$ cat src/hdl/fss_pkg.sv
`timescale 1ns / 1ps
// ----------------------------------------------------------------------------
// fss_pkg
// Types and constants shared by the FASTA stream splitter modules.
// ----------------------------------------------------------------------------
package fss_pkg;

    localparam logic [7:0] CH_NUL = 8'h00;
    localparam logic [7:0] CH_TAB = 8'h09;
    localparam logic [7:0] CH_LF  = 8'h0A;
    localparam logic [7:0] CH_VT  = 8'h0B;
    localparam logic [7:0] CH_FF  = 8'h0C;
    localparam logic [7:0] CH_CR  = 8'h0D;
    localparam logic [7:0] CH_SP  = 8'h20;
    localparam logic [7:0] CH_GT  = 8'h3E;
    localparam logic [7:0] CH_DOT = 8'h2E;

    localparam int unsigned CFG_DATA_W = 64;
    localparam int unsigned PLEN_W     = 4;

    localparam logic [31:0] RST_MAX_SEQ_LEN = 32'd100000000;
    localparam logic [15:0] RST_MAX_ENTRIES = 16'd100;

    typedef enum logic [1:0] {
        CFG_MAX_SEQ_LEN  = 2'd0,
        CFG_MAX_ENTRIES  = 2'd1,
        CFG_PREFIX_CHARS = 2'd2,
        CFG_PREFIX_LEN   = 2'd3
    } t_cfg_idx;

    typedef struct packed {
        logic [31:0]       max_seq_len;
        logic [15:0]       max_entries;
        logic [PLEN_W-1:0] prefix_len;
    } t_cfg;

    // One accepted, non-dropped beat and the burst it expands into
    typedef struct packed {
        logic [7:0]        head_byte;
        logic              new_file;
        logic [15:0]       file_number;
        logic [PLEN_W-1:0] plen;
    } t_item;

endpackage

$ cat src/hdl/fss_in_if.sv
`timescale 1ns / 1ps
// ----------------------------------------------------------------------------
// fss_in_if
// Input channel: one raw FASTA byte per beat.
// ----------------------------------------------------------------------------
interface fss_in_if;
    logic       valid;
    logic       ready;
    logic [7:0] in_byte;
    logic       file_start;

    modport source (output valid, output in_byte, output file_start, input ready);
    modport sink   (input valid, input in_byte, input file_start, output ready);
endinterface

$ cat src/hdl/fss_out_if.sv
`timescale 1ns / 1ps
// ----------------------------------------------------------------------------
// fss_out_if
// Output channel: one output byte per beat with file bookkeeping.
// ----------------------------------------------------------------------------
interface fss_out_if;
    logic        valid;
    logic        ready;
    logic [7:0]  out_byte;
    logic        new_file;
    logic [15:0] file_number;
    logic        last;

    modport source (output valid, output out_byte, output new_file,
                    output file_number, output last, input ready);
    modport sink   (input valid, input out_byte, input new_file,
                    input file_number, input last, output ready);
endinterface

$ cat src/hdl/fasta_stream_splitter_unit.sv
`timescale 1ns / 1ps
// ----------------------------------------------------------------------------
// fasta_stream_splitter_unit
// FASTA byte filter and output file splitter with header prefixing.
// ----------------------------------------------------------------------------
// First result beat is valid in the cycle after the input beat is taken.
// Throughput: one input beat per cycle; a stalled output holds the input. A
// header start with a non-empty prefix sends 2 + prefix length beats and holds
// the input until its last beat is taken; an empty prefix sends '>' alone.
// Dropped bytes produce no beat.
// Reset (synchronous, active low) clears counters and header state, sets the
// file number to 1 and restores the register defaults.
// ----------------------------------------------------------------------------
module fasta_stream_splitter_unit
    import fss_pkg::*;
#(
    parameter int unsigned PREFIX_BYTES = 8
) (
    input  logic                  i_clk,
    input  logic                  i_rst_n,
    input  logic                  i_cfg_we,
    input  t_cfg_idx              i_cfg_idx,
    input  logic [CFG_DATA_W-1:0] i_cfg_data,
    fss_in_if.sink                i_in_ch,
    fss_out_if.source             o_out_ch
);

    t_cfg                         cfg;
    logic [PREFIX_BYTES-1:0][7:0] prefix;
    logic                         accept;
    logic                         load;
    logic                         free;
    t_item                        item;

    assign i_in_ch.ready = free;
    assign accept        = i_in_ch.valid && free;

    fss_cfg #(.PREFIX_BYTES(PREFIX_BYTES)) u_cfg (
        .i_clk      (i_clk),
        .i_rst_n    (i_rst_n),
        .i_cfg_we   (i_cfg_we),
        .i_cfg_idx  (i_cfg_idx),
        .i_cfg_data (i_cfg_data),
        .o_cfg      (cfg),
        .o_prefix   (prefix)
    );

    fss_ctrl #(.PREFIX_BYTES(PREFIX_BYTES)) u_ctrl (
        .i_clk        (i_clk),
        .i_rst_n      (i_rst_n),
        .i_accept     (accept),
        .i_byte       (i_in_ch.in_byte),
        .i_file_start (i_in_ch.file_start),
        .i_cfg        (cfg),
        .i_prefix     (prefix),
        .o_load       (load),
        .o_item       (item)
    );

    fss_burst #(.PREFIX_BYTES(PREFIX_BYTES)) u_burst (
        .i_clk    (i_clk),
        .i_rst_n  (i_rst_n),
        .i_load   (load),
        .i_item   (item),
        .i_prefix (prefix),
        .o_free   (free),
        .o_out    (o_out_ch)
    );

endmodule

$ cat src/hdl/fss_cfg.sv
`timescale 1ns / 1ps
// ----------------------------------------------------------------------------
// fss_cfg
// Configuration register file, write only.
// ----------------------------------------------------------------------------
module fss_cfg
    import fss_pkg::*;
#(
    parameter int unsigned PREFIX_BYTES = 8
) (
    input  logic                                i_clk,
    input  logic                                i_rst_n,
    input  logic                                i_cfg_we,
    input  t_cfg_idx                            i_cfg_idx,
    input  logic [CFG_DATA_W-1:0]               i_cfg_data,
    output t_cfg                                o_cfg,
    output logic [PREFIX_BYTES-1:0][7:0]        o_prefix
);

    t_cfg                         r_cfg;
    logic [PREFIX_BYTES-1:0][7:0] r_prefix;

    always_ff @(posedge i_clk) begin
        if (!i_rst_n) begin
            r_cfg.max_seq_len <= RST_MAX_SEQ_LEN;
            r_cfg.max_entries <= RST_MAX_ENTRIES;
            r_cfg.prefix_len  <= '0;
            r_prefix          <= '0;
        end else if (i_cfg_we) begin
            unique case (i_cfg_idx)
                CFG_MAX_SEQ_LEN:  r_cfg.max_seq_len <= i_cfg_data[31:0];
                CFG_MAX_ENTRIES:  r_cfg.max_entries <= i_cfg_data[15:0];
                CFG_PREFIX_CHARS: r_prefix          <= i_cfg_data[PREFIX_BYTES*8-1:0];
                CFG_PREFIX_LEN:   r_cfg.prefix_len  <= i_cfg_data[PLEN_W-1:0];
                default: ;
            endcase
        end
    end

    assign o_cfg    = r_cfg;
    assign o_prefix = r_prefix;

endmodule

$ cat src/hdl/fss_ctrl.sv
`timescale 1ns / 1ps
// ----------------------------------------------------------------------------
// fss_ctrl
// Byte classification, header/counter state and split decision per beat.
// ----------------------------------------------------------------------------
module fss_ctrl
    import fss_pkg::*;
#(
    parameter int unsigned PREFIX_BYTES = 8
) (
    input  logic                         i_clk,
    input  logic                         i_rst_n,
    input  logic                         i_accept,
    input  logic [7:0]                   i_byte,
    input  logic                         i_file_start,
    input  t_cfg                         i_cfg,
    input  logic [PREFIX_BYTES-1:0][7:0] i_prefix,
    output logic                         o_load,
    output t_item                        o_item
);

    logic        r_in_header;
    logic [31:0] r_seq_count;
    logic [15:0] r_entry_count;
    logic [15:0] r_file_number;

    logic        n_in_header;
    logic [31:0] n_seq_count;
    logic [15:0] n_entry_count;
    logic [15:0] n_file_number;

    logic              hdr;
    logic              split;
    logic              emit;
    logic [PLEN_W-1:0] len_clamp;
    logic [PLEN_W-1:0] plen;
    logic              run;

    // effective prefix length: clamped, cut at the first zero byte
    always_comb begin
        len_clamp = (i_cfg.prefix_len > PLEN_W'(PREFIX_BYTES)) ?
                    PLEN_W'(PREFIX_BYTES) : i_cfg.prefix_len;
        plen = '0;
        run  = 1'b1;
        for (int k = 0; k < PREFIX_BYTES; k++) begin
            if (run && (PLEN_W'(k) < len_clamp) && (i_prefix[k] != CH_NUL)) begin
                plen = PLEN_W'(k + 1);
            end else begin
                run = 1'b0;
            end
        end
    end

    always_comb begin
        hdr           = i_file_start ? 1'b0 : r_in_header;
        split         = (r_entry_count >= i_cfg.max_entries) ||
                        (r_seq_count >= i_cfg.max_seq_len);
        n_in_header   = hdr;
        n_seq_count   = r_seq_count;
        n_entry_count = r_entry_count;
        n_file_number = r_file_number;
        emit          = 1'b0;
        o_item.head_byte   = i_byte;
        o_item.new_file    = 1'b0;
        o_item.plen        = '0;
        if (i_byte == CH_NUL || i_byte == CH_CR) begin
            emit = 1'b0;
        end else if (i_byte == CH_LF) begin
            n_in_header = 1'b0;
            emit        = 1'b1;
        end else if (i_byte == CH_GT && !hdr) begin
            n_in_header = 1'b1;
            emit        = 1'b1;
            o_item.new_file = split;
            o_item.plen     = plen;
            if (split) begin
                if (r_file_number != '1) begin
                    n_file_number = r_file_number + 16'd1;
                end
                n_seq_count   = '0;
                n_entry_count = 16'd1;
            end else if (r_entry_count != '1) begin
                n_entry_count = r_entry_count + 16'd1;
            end
        end else if (hdr) begin
            emit = 1'b1;
        end else if (i_byte == CH_SP || i_byte == CH_TAB ||
                     i_byte == CH_VT || i_byte == CH_FF) begin
            emit = 1'b0;
        end else begin
            emit = 1'b1;
            if (r_seq_count != '1) begin
                n_seq_count = r_seq_count + 32'd1;
            end
        end
        o_item.file_number = n_file_number;
    end

    always_ff @(posedge i_clk) begin
        if (!i_rst_n) begin
            r_in_header   <= 1'b0;
            r_seq_count   <= '0;
            r_entry_count <= '0;
            r_file_number <= 16'd1;
        end else if (i_accept) begin
            r_in_header   <= n_in_header;
            r_seq_count   <= n_seq_count;
            r_entry_count <= n_entry_count;
            r_file_number <= n_file_number;
        end
    end

    assign o_load = i_accept && emit;

endmodule

$ cat src/hdl/fss_burst.sv
`timescale 1ns / 1ps
// ----------------------------------------------------------------------------
// fss_burst
// Result register; expands a header start with a non-empty prefix into '>', prefix and '.'.
// ----------------------------------------------------------------------------
module fss_burst
    import fss_pkg::*;
#(
    parameter int unsigned PREFIX_BYTES = 8
) (
    input  logic                         i_clk,
    input  logic                         i_rst_n,
    input  logic                         i_load,
    input  t_item                        i_item,
    input  logic [PREFIX_BYTES-1:0][7:0] i_prefix,
    output logic                         o_free,
    fss_out_if.source                    o_out
);

    logic              r_busy;
    t_item             r_item;
    logic [PLEN_W-1:0] r_idx;

    logic [PLEN_W-1:0] last_idx;
    logic              is_last;
    logic              done;
    logic [7:0]        sel_byte;

    always_comb begin
        last_idx = (r_item.plen == '0) ? '0 : r_item.plen + PLEN_W'(1);
        is_last  = (r_idx == last_idx);
        done     = r_busy && o_out.ready && is_last;
        sel_byte = CH_DOT;
        if (r_idx == '0) begin
            sel_byte = r_item.head_byte;
        end else begin
            for (int k = 0; k < PREFIX_BYTES; k++) begin
                if (r_idx == PLEN_W'(k + 1) && r_idx <= r_item.plen) begin
                    sel_byte = i_prefix[k];
                end
            end
        end
    end

    always_ff @(posedge i_clk) begin
        if (!i_rst_n) begin
            r_busy <= 1'b0;
            r_idx  <= '0;
        end else if (i_load) begin
            r_busy <= 1'b1;
            r_idx  <= '0;
        end else if (done) begin
            r_busy <= 1'b0;
        end else if (r_busy && o_out.ready) begin
            r_idx  <= r_idx + PLEN_W'(1);
        end
    end

    always_ff @(posedge i_clk) begin
        if (i_load) begin
            r_item <= i_item;
        end
    end

    assign o_free            = !r_busy || done;
    assign o_out.valid       = r_busy;
    assign o_out.out_byte    = sel_byte;
    assign o_out.new_file    = r_item.new_file && (r_idx == '0);
    assign o_out.file_number = r_item.file_number;
    assign o_out.last        = is_last;

endmodule
$ cat src/flat_wrapper.sv
// flat-port wrapper written by rule: the top's interface ports become plain ports
module fasta_stream_splitter_unit_flat import fss_pkg::*;
#(
    parameter int unsigned PREFIX_BYTES = 8
)
  (i_clk, i_rst_n, i_cfg_we, i_cfg_idx, i_cfg_data, i_in_ch_valid, i_in_ch_in_byte, i_in_ch_file_start, i_in_ch_ready, o_out_ch_valid, o_out_ch_out_byte, o_out_ch_new_file, o_out_ch_file_number, o_out_ch_last, o_out_ch_ready);
  fss_in_if i_in_ch_i ();
  fss_out_if o_out_ch_i ();
  input  logic i_clk;
  input  logic i_rst_n;
  input  logic i_cfg_we;
  input  t_cfg_idx i_cfg_idx;
  input  logic [CFG_DATA_W-1:0] i_cfg_data;
  input wire logic [$bits(i_in_ch_i.valid)-1:0] i_in_ch_valid;
  input wire logic [$bits(i_in_ch_i.in_byte)-1:0] i_in_ch_in_byte;
  input wire logic [$bits(i_in_ch_i.file_start)-1:0] i_in_ch_file_start;
  output wire logic [$bits(i_in_ch_i.ready)-1:0] i_in_ch_ready;
  output wire logic [$bits(o_out_ch_i.valid)-1:0] o_out_ch_valid;
  output wire logic [$bits(o_out_ch_i.out_byte)-1:0] o_out_ch_out_byte;
  output wire logic [$bits(o_out_ch_i.new_file)-1:0] o_out_ch_new_file;
  output wire logic [$bits(o_out_ch_i.file_number)-1:0] o_out_ch_file_number;
  output wire logic [$bits(o_out_ch_i.last)-1:0] o_out_ch_last;
  input wire logic [$bits(o_out_ch_i.ready)-1:0] o_out_ch_ready;
  assign i_in_ch_i.valid = i_in_ch_valid;
  assign i_in_ch_i.in_byte = i_in_ch_in_byte;
  assign i_in_ch_i.file_start = i_in_ch_file_start;
  assign i_in_ch_ready = i_in_ch_i.ready;
  assign o_out_ch_valid = o_out_ch_i.valid;
  assign o_out_ch_out_byte = o_out_ch_i.out_byte;
  assign o_out_ch_new_file = o_out_ch_i.new_file;
  assign o_out_ch_file_number = o_out_ch_i.file_number;
  assign o_out_ch_last = o_out_ch_i.last;
  assign o_out_ch_i.ready = o_out_ch_ready;
  fasta_stream_splitter_unit #(.PREFIX_BYTES(PREFIX_BYTES)) u_core (.i_clk(i_clk), .i_rst_n(i_rst_n), .i_cfg_we(i_cfg_we), .i_cfg_idx(i_cfg_idx), .i_cfg_data(i_cfg_data), .i_in_ch(i_in_ch_i), .o_out_ch(o_out_ch_i));
endmodule
$ cat config.mk
export PLATFORM = sky130hd
export DESIGN_NAME = fasta_stream_splitter_unit_flat
export DESIGN_NICKNAME = d
export VERILOG_FILES = /design/src/hdl/fss_pkg.sv /design/src/hdl/fss_in_if.sv /design/src/hdl/fss_out_if.sv /design/src/hdl/fasta_stream_splitter_unit.sv /design/src/hdl/fss_cfg.sv /design/src/hdl/fss_ctrl.sv /design/src/hdl/fss_burst.sv /design/src/flat_wrapper.sv
export SDC_FILE = /design/constraint.sdc
export NUM_CORES = 1
export LEC_CHECK = 0
export BUFFER_PORTS_ARGS = -buffer_cell sky130_fd_sc_hd__buf_2
export CELL_PAD_IN_SITES_DETAIL_PLACEMENT = 1
export CELL_PAD_IN_SITES_GLOBAL_PLACEMENT = 1
export CORE_UTILIZATION = 48
export DETAILED_ROUTE_END_ITERATION = 10
export GPL_TIMING_DRIVEN = 0
export PLACE_DENSITY_LB_ADDON = 0.1
export RECOVER_POWER = 100
export SYNTH_ARGS = -nofsm -noshare
export SYNTH_HDL_FRONTEND = slang
export SYNTH_SLANG_ARGS = --single-unit
$ cat constraint.sdc
create_clock -name i_clk -period 7.6 [get_ports i_clk]
set_input_delay 0.38 -clock i_clk [delete_from_list [all_inputs] [get_ports i_clk]]
set_output_delay 0.38 -clock i_clk [all_outputs]
set_load 0.01 [all_outputs]
; ---- After elaboration in Yosys (flattened, before gate mapping)
; Index checks and enable logic that the tools add are counted.
[classes]
addsub = 5
magnitude_cmp = 12
n_eq_ne = 25
n_mux = 49
n_bitwise = 5
n_reduce_logical = 62
[ops]
columns = op, n
row1 = 32-bit two-way mux, 5
row2 = 16-bit two-way mux, 7
row3 = 8-bit two-way mux, 9
row4 = 8-bit nonzero test, 8
row5 = "8-bit by 4-bit == test with 1-bit output, second input constant", 5
row6 = "16-bit by 1-bit adder with 16-bit output, second input constant", 2
row7 = "32-bit by 1-bit adder with 32-bit output, second input constant", 1
row8 = 32-bit >= comparator, 1
row9 = 4-bit two-way mux, 8
row10 = "16-bit != test, second input constant", 2
row11 = "32-bit != test, second input constant", 1
row12 = 1-bit logical AND, 29
row13 = 1-bit two-way mux, 19
row14 = "4-bit by 3-bit == test with 1-bit output, second input constant", 4
row15 = "8-bit by 6-bit == test with 1-bit output, second input constant", 2
row16 = 16-bit >= comparator, 1
row17 = "3-bit by 4-bit less-than comparator with 1-bit output, first input constant", 4
row18 = 2-bit AND reduction, 5
row19 = "4-bit by 1-bit adder with 4-bit output, second input constant", 2
row20 = "4-bit by 2-bit == test with 1-bit output, second input constant", 2
row21 = 4-bit zero test, 2
row22 = 8-bit zero test, 1
row23 = "1-bit by 4-bit less-than comparator with 1-bit output, first input constant", 2
row24 = "2-bit by 4-bit less-than comparator with 1-bit output, first input constant", 2
row25 = other kinds (20), 34
[word_totals]
regBits = 215
in_bits = 80
out_inout_bits = 28
elab_cells = 180

; ---- Depth between registers and ports, before layout
; Gate-level depths: netlist (run 1).
[logic_depth]
depth_word = 26
mapped_depth = 12
mapped_depth_nobuf = 11

; ---- Hierarchy
; From an unflattened synthesis (run 1), not the netlist that was laid out.
[hier_totals]
hier_cells = 1389
hier_area_um2 = 11979.0
[modules_own_cells]
columns = mod, n_inst, cells_each, area_per_inst_um2, seq_area_each_um2
row1 = fss_ctrl, 1, 684, 5215.0, 1301.2
row2 = fss_cfg, 1, 470, 4575.6, 2322.2
row3 = fss_burst, 1, 234, 2182.1, 970.9
row4 = fasta_stream_splitter_unit, 1, 1, 6.3, 0.0

; ---- Worst setup path before layout (run 1)
; No wires, ideal clock.
[synth_timing]
kind = register -> output
start = reg u_core.u_burst.r_item[1] (netlist name)
end = out o_out_ch_out_byte[1]
arrival_ns = 2.574
required_time_ns = 7.220
setup_slack_ns = 4.646
stages_incl_launch_ff = 13
n_path_buf = 2
cell_sequence = edfxtp_1 -> inv_1 -> ha_1 -> nor2b_1 -> o21a_1 -> o21a_1 -> o21a_1 -> or2_1 -> clkbuf_1 -> nor2_1 -> or2_2 -> clkbuf_1 -> o21ai_0
[synth_via]
elab_chain_cells = 11
elab_cells_between_ends = 18
classes_between = order compare: 1 / mux: 9 / reduce/logical: 8
[synth_rtl]
columns = item, line
row1 = "start, declared", fss_burst.sv:21  ; t_item r_item;
row2 = "start signal, assigned", fss_burst.sv:61  ; r_item <= i_item;
row3 = 4-bit less-or-equal comparator *, fss_burst.sv:38  ; if (r_idx == PLEN_W'(k + 1) && r_idx <= r_item.plen) begin
row4 = 1-bit logical AND, fss_burst.sv:38
row5 = 8-bit two-way mux (7 in series), fss_burst.sv:38
row6 = 8-bit two-way mux *, fss_burst.sv:38
row7 = 8-bit two-way mux *, fss_burst.sv:34  ; if (r_idx == '0) begin
row8 = "end, declared", flat_wrapper.sv:19  ; output wire logic [$bits(o_out_ch_i.out_byte)-1:0] o_out_ch_out_byte;
; Mark *: on every way between the ends. The rest lies on a longest branch, timed or not.

; ---- Final worst setup path (run 1)
[layout_timing]
start = reg u_core.u_burst.r_item[0] (netlist name)
end = reg u_core.u_ctrl.r_seq_count[31]
[layout_via]
elab_chain_cells = 7
elab_cells_between_ends = 8
classes_between = add/sub: 1 / eq/ne: 1 / mux: 1 / reduce/logical: 5
[layout_rtl]
columns = item, line
row1 = 4-bit by 1-bit adder with 4-bit output or 4-bit zero test (tied branches), fss_burst.sv:30  ; last_idx = (r_item.plen == '0) ? '0 : r_item.plen + PLEN_W'(1);
row2 = 4-bit two-way mux *, fss_burst.sv:30
row3 = 4-bit == test *, fss_burst.sv:31  ; is_last = (r_idx == last_idx);
row4 = 1-bit logical AND *, fss_burst.sv:32  ; done = r_busy && o_out.ready && is_last;
row5 = 1-bit logical OR *, fss_burst.sv:65  ; assign o_free = !r_busy || done;
row6 = 1-bit logical AND *, fasta_stream_splitter_unit.sv:36  ; assign accept = i_in_ch.valid && free;
row7 = 7-bit AND reduction (no source line) *, n/a
row8 = "end signal, assigned", fss_ctrl.sv:107  ; r_seq_count <= n_seq_count;
row9 = "end, declared", fss_ctrl.sv:23  ; logic [31:0] r_seq_count;
; Marked as above.
; A chain may end at the register's enable or synchronous reset.

==> impl_metrics.ini, run 1 <==
[logic_synthesis]
synthArstFlopShare_pct = 0
yosysSeqAreaShare_pct = 41.3
ys_warn_count = 0
synth_seq_cells = 215
syn_inst = 1404
netlist_area_mm2 = 0.0111
syn_area_per_cell_um2 = 7.92
synth_fp_nets = 1545
synthDistinctLibCells = 62
synth_edf_count = 29
synth_ff_type = dfxtp_1

[floorplan]
initial_core_util_pct = 49.0
rows = 55
pin_count = 108
die_height_um = 154
die_x_um = 154
dieArea_mm2 = 0.0238
core_mm2 = 0.0227

[min_path]
hp-class = in2reg

[timing]
relSlewSlack_pct = 4.21
setup-tns-final_ns = 0
final-setup-viol-count = 0
slew_viol_final = 0
hold_slack_ns = 0.0848
tightest_slew_ns = 1.44
fin_crit_sh_pct = 56.9
period_needed_ns = 4.33
skew_ns = 0.0111
max_freq_mhz = 231
worst_slack_ns = 3.27
rsz0062_at_grt = no
hold_viol = 0

[clock_network]
htreeDepth = 1
cts_root_buf = clkbuf_16
clock_sinks = 215
post_cts_resized = 0
clockBufferDepth = 3
cts_made_buffers = 25
cts_tree = done
cts_hold_buf = 0
insertion_delay_ns = 0.53
postCtsSetupRepairBufs = 0
path_clk_slew_ns = 0.06

[critical_path]
reg2reg_to = u_core.u_ctrl.r_seq_count[31]
cp-endpoint = u_core.u_ctrl.r_seq_count[31]
path_buf_inv = 3
reg2reg_depth = 12
crit_type = reg2reg
path_depth = 12
crit_arrival_ns = 4.78
path_cells = inv_1, ha_1, nor2b_1, o21ai_0, xnor2_1, a31oi_1, nor3_1, a21oi_1, clkbuf_1, clkbuf_1, o31ai_1, a21oi_1
cp_slowest_cell = a31oi_1
cp_top_family = compound AO/OA/AOI/OAI gates
cp-startpoint = u_core.u_burst.r_item[0]
start_kind = register
cp_data_required_time_ns = 8.05
cpPeakStageDelay_ns = 0.83
crit_fanout = 10
regToRegStartpoint = u_core.u_burst.r_item[0]
cp-end-kind = register
r2r_slack_ns = 3.27

[place]
dp_hpwl_um = 27800
dp_slack_ns = 4.11
io_buffers = 106
place_congestion = 0.901
placed_cell_area_mm2 = 0.0120

[power_and_ir_drop]
ir_drop_uv = 145
p_leak_nw = 4.77
total_power_mw = 2.68
power_density_mw_per_mm2 = 210

[finish]
drive_above_1_share_pct = 8.68
num-nets-final = 1678
area_growth_pct = 14.6
final_area_mm2 = 0.0128
seqCellArea_mm2 = 0.00459
n_fill_cell = 2879
antenna-diode-count = 0
multiInputGateArea_mm2 = 0.00585

[detailed_routing]
drt-total-wl_um = 36800
firstDrtPassIters = 7
postRouteAntennaNets = 0
wl_per_cell_um = 20.0
vias = 10900
initialDrtViolationCount = 754
drc = 0
vias_per_cell = 5.92

[global_route]
grt_start_max_net_pins = 32
grt.total_usage_pct = 31.2
grt_overflow = 0
grt_pass1_wl_um = 58300
grt_antenna_before_repair = 0
first_global_vias = 10900

[status]
status = complete, no violations

[job]
maxCapViolCount = 0
## registers in the layout, indices dropped and copies added, names as in the netlist
register                          flops
u_core.u_burst.r_item                13
u_core.u_cfg.o_cfg                   52
u_core.u_burst.o_out.file_number     16
u_core.u_burst.r_idx                  4
u_core.u_ctrl.r_entry_count          16
u_core.u_ctrl.r_in_header             1
u_core.u_ctrl.r_file_number          16
u_core.u_ctrl.r_seq_count            32
u_core.u_cfg.o_prefix                64
u_core.u_burst.o_out.valid            1
## cells in the final DEF (no fill, tap or decap), types with 15 or more instances in the layout
cell type	netlist	layout
clkbuf_1	55	103
dfxtp_1	186	186
a21oi_1	202	203
nor4_1	17	17
nand4_1	19	19
or4_1	23	23
ha_1	61	61
buf_4	16	15
nor3_1	20	22
o211ai_1	20	20
inv_1	71	72
buf_2	7	69
o21ai_0	50	53
edfxtp_1	29	29
clkbuf_16	0	25
or3_1	31	31
nand3_1	34	34
nand2_1	307	308
o31ai_1	19	19
nor2_1	75	75
## routing by layer
layer  vias to the layer above  share of wire, %  wire, µm  global-route usage (%)
li1                       5185                 -         -                       -
met1                      5330                45     16500                    41.8
met2                       320                47     17200                    52.5
met3                        70               5.2      1930                    4.06
met4                         0               3.0      1120                    9.43
met5                         -                 0         0                       0
## how the worst min path moves through the flow
stage / start / endpoint / cells past startpoint
floorplan: u_core.u_cfg.o_cfg[11] / u_core.u_cfg.o_cfg[11] / 2
global placement: u_core.u_cfg.o_cfg[11] / u_core.u_cfg.o_cfg[11] / 2
finish: i_cfg_data[33] / u_core.u_cfg.o_prefix[33] / 3
detailed placement: u_core.u_cfg.o_cfg[50] / u_core.u_cfg.o_cfg[50] / 2
CTS: i_in_ch_in_byte[7] / u_core.u_burst.r_item[28] / 1
global route: i_cfg_data[33] / u_core.u_cfg.o_prefix[33] / 3
## worst min-delay path: stages
cell and delay, ns:
buf_2 0.09, nand2_1 0.04, a21oi_1 0.05
## per-stage QoR
step / util (%) / std cells
finish: 56.2 / 1841
floorplan: - / 1404
global placement: 52.9 / 1795
global route: 56.2 / 1841
CTS: 56.5 / 1841
detailed placement: 52.9 / 1795
## synthesized netlist by cell type (all sizes together) (20+ instances only)
master | n | area (µm²)
a21oi | 203 | 1020
buf | 27 | 170
clkbuf | 55 | 206
dfxtp | 186 | 3720
edfxtp | 29 | 871
ha | 61 | 763
inv | 72 | 270
nand2 | 308 | 1160
nand3 | 34 | 170
nor2 | 76 | 293
nor3 | 23 | 130
o211ai | 20 | 150
o21ai | 55 | 275
or3 | 31 | 194
or4 | 23 | 173
## kinds of logic (layout without fill, tap and decap cells)
kind of cell / count (synthesis) / in the layout / synth area share, %
and+or+nand+nor: 587 / 587 / 24.6
AOI/OAI and AO/OA: 346 / 346 / 18.0
DFF: 215 / 215 / 41.3
buffers and inverters: 154 / 306 / 5.82
adders and majority gates: 61 / 61 / 6.86
xor gates and xnor gates: 25 / 25 / 1.97
muxes: 16 / 16 / 1.47
## where the power goes
part	internal (mW)	switching, mW
logic	0.0812	0.168
registers	1.19	0.0231
clock network	0.720	0.496
## area by class of cell
class                   instances  area share, %
plain buffers                  82           2.88
clock buffers                  34           5.56
inverters                      72           2.12
multi-input cells            1035           45.9
repair buffers                106           3.80
flip-flops and latches        215           36.0
well taps                     285           2.80
clock inverters                12          0.903
(Power assumes the default switching activity.)
==> run 2, diff against run 1 <==
- CORE_UTILIZATION: 48 -> 40
- clock period: 7.6 -> 3.8 ns (I/O delays scaled with it)
==> run 2 against run 1 <==
Effect of this change:
- global-route usage fell by 4.1 points
- count of clock-buffer cells in the layout grew 6
- first-iteration DRC count down 3.3%
==> impl_metrics.ini, run 2 (synthesis results as in run 1) <==
[timing]
fin_crit_sh_pct = 92.7
rsz0062_at_grt = no
period_needed_ns = 3.52
final-setup-viol-count = 0
slew_viol_final = 0
tightest_slew_ns = 1.40
skew_ns = 0.0172
max_freq_mhz = 284
relSlewSlack_pct = 6.53
setup-tns-final_ns = 0
hold_viol = 0

[finish]
drive_above_1_share_pct = 9.58
final_area_mm2 = 0.0136
num-nets-final = 1751
area_growth_pct = 22.6
layout_common_cells = nand2_1 (307), a21oi_1 (202), dfxtp_1 (186)
mostFrequentLayoutCell = nand2_1
antenna-diode-count = 0
largest_reg_flops = 64

[detailed_routing]
wl_per_cell_um = 19.4
postRouteAntennaNets = 0
drc = 0
drt-total-wl_um = 38800
firstDrtPassIters = 7
initialDrtViolationCount = 729
vias_per_cell = 5.50
vias = 11000

[job]
maxCapViolCount = 0

[power_and_ir_drop]
seqPwrFrac_pct = 45.0
p_sw_mw = 1.37
ir_drop_uv = 291
power_density_mw_per_mm2 = 395
p_leak_nw = 5.11
p_sw_share_pct = 25.5
combPwrFrac_pct = 10.5
pwr-share-clk_pct = 44.6
intPower_mw = 4.02

[place]
dp_hpwl_um = 28400
place_congestion = 0.887
io_buffers = 106
placed_cell_area_mm2 = 0.0121

[global_route]
grt_antenna_before_repair = 0
grt_pass1_wl_um = 60100
grt_overflow = 0
grt.total_usage_pct = 27.1
grt_start_max_net_pins = 32
first_global_vias = 11000

[floorplan]
die_height_um = 169
initial_core_util_pct = 41.0
pin_count = 108
rows = 60
die_x_um = 169
core_mm2 = 0.0271
dieArea_mm2 = 0.0285

[critical_path]
crit_type = reg2out
cp_data_required_time_ns = 3.61
start_kind = register
crit_fanout = 10
crit_arrival_ns = 3.33
cp-end-kind = output pin

[clock_network]
clock_sinks = 215
htreeDepth = 1
path_clk_slew_ns = 0.05
cts_made_buffers = 26
insertion_delay_ns = 0.53
cts_tree = done
cts_root_buf = clkbuf_16
clockBufferDepth = 3

[status]
status = complete, no violations

[min_path]
hp-class = in2reg
[run 2: routing by layer]
metal  part of all wire [%]  track usage (%)  wire length (µm)
met5                      0                0                 0
met4                    2.0             6.36               766
met3                    5.0             4.02              1920
met2                     48             46.7             18500
met1                     45             35.7             17500
[run 2: worst max-delay path, stage by stage, from the launching register on]
cell and delay, ns:
dfxtp_1 0.38, inv_1 0.14, ha_1 0.15, clkbuf_1 0.43, clkbuf_1 0.51, a21oi_1 0.23, o21ai_0 0.24, nor2_1 0.07
a21oi_1 0.20, nor2_1 0.06, o21ai_0 0.20, clkbuf_1 0.19
[run 2: layout make-up]
cell class              count  area (µm²)
plain buffers              81         373
clock buffers              40         795
clock inverters             6        30.0
fillers                  3348       13500
inverters                  72         270
multi-input cells        1035        5890
flip-flops and latches    215        4590
well taps                 372         465
repair buffers            179        1220
[run 2: repair_timing]
| action | in CTS | in global routing |
|---|---|---|
| buffers inserted | 0 | 0 |
| hold endpoints to repair | 123 | 0 |
| gates resized for setup | 1 | 4 |
| endpoints found under the setup margin | 3 | 26 |
| hold buffers | 73 | 0 |
[run 2: final timing paths]
path / start / endpoint / slack (ns) / depth (start not counted)
max: u_core.u_burst.r_idx[0] / o_out_ch_out_byte[3] / 0.28 / 11
min: i_in_ch_file_start / u_core.u_ctrl.r_in_header / 0.09 / 4
max reg2reg: u_core.u_ctrl.r_entry_count[0] / u_core.u_burst.o_out.file_number[12] / 0.30 / 11
min reg2reg: u_core.u_cfg.o_cfg[13] / u_core.u_cfg.o_cfg[13] / 0.46 / 2
[run 2: stage by stage]
step / cells / power, mW / hold WS, ns / util (%) / setup WS (ns)
4_1_cts: 2001 / 5.44 / 0.0599 / 50.5 / 0.128
3_3_place_gp: 1882 / 2.96 / 0.416 / 44.7 / 0.298
3_5_place_dp: 1882 / 2.97 / 0.412 / 44.7 / 0.241
5_1_grt: 2000 / 5.58 / 0.105 / 50.3 / 0.00301
2_1_floorplan: 1404 / 2.74 / 0.289 / - / 1.02
6_report: 2000 / 5.39 / 0.0886 / 50.3 / 0.278
[run 2: power groups by stage]
stage | logic (mW) | registers (mW) | clock network [mW]
2_1_floorplan | 0.289 | 2.45 | 0
3_3_place_gp | 0.489 | 2.47 | 0
3_5_place_dp | 0.500 | 2.47 | 0
4_1_cts | 0.562 | 2.42 | 2.45
5_1_grt | 0.617 | 2.43 | 2.54
6_report | 0.565 | 2.42 | 2.40
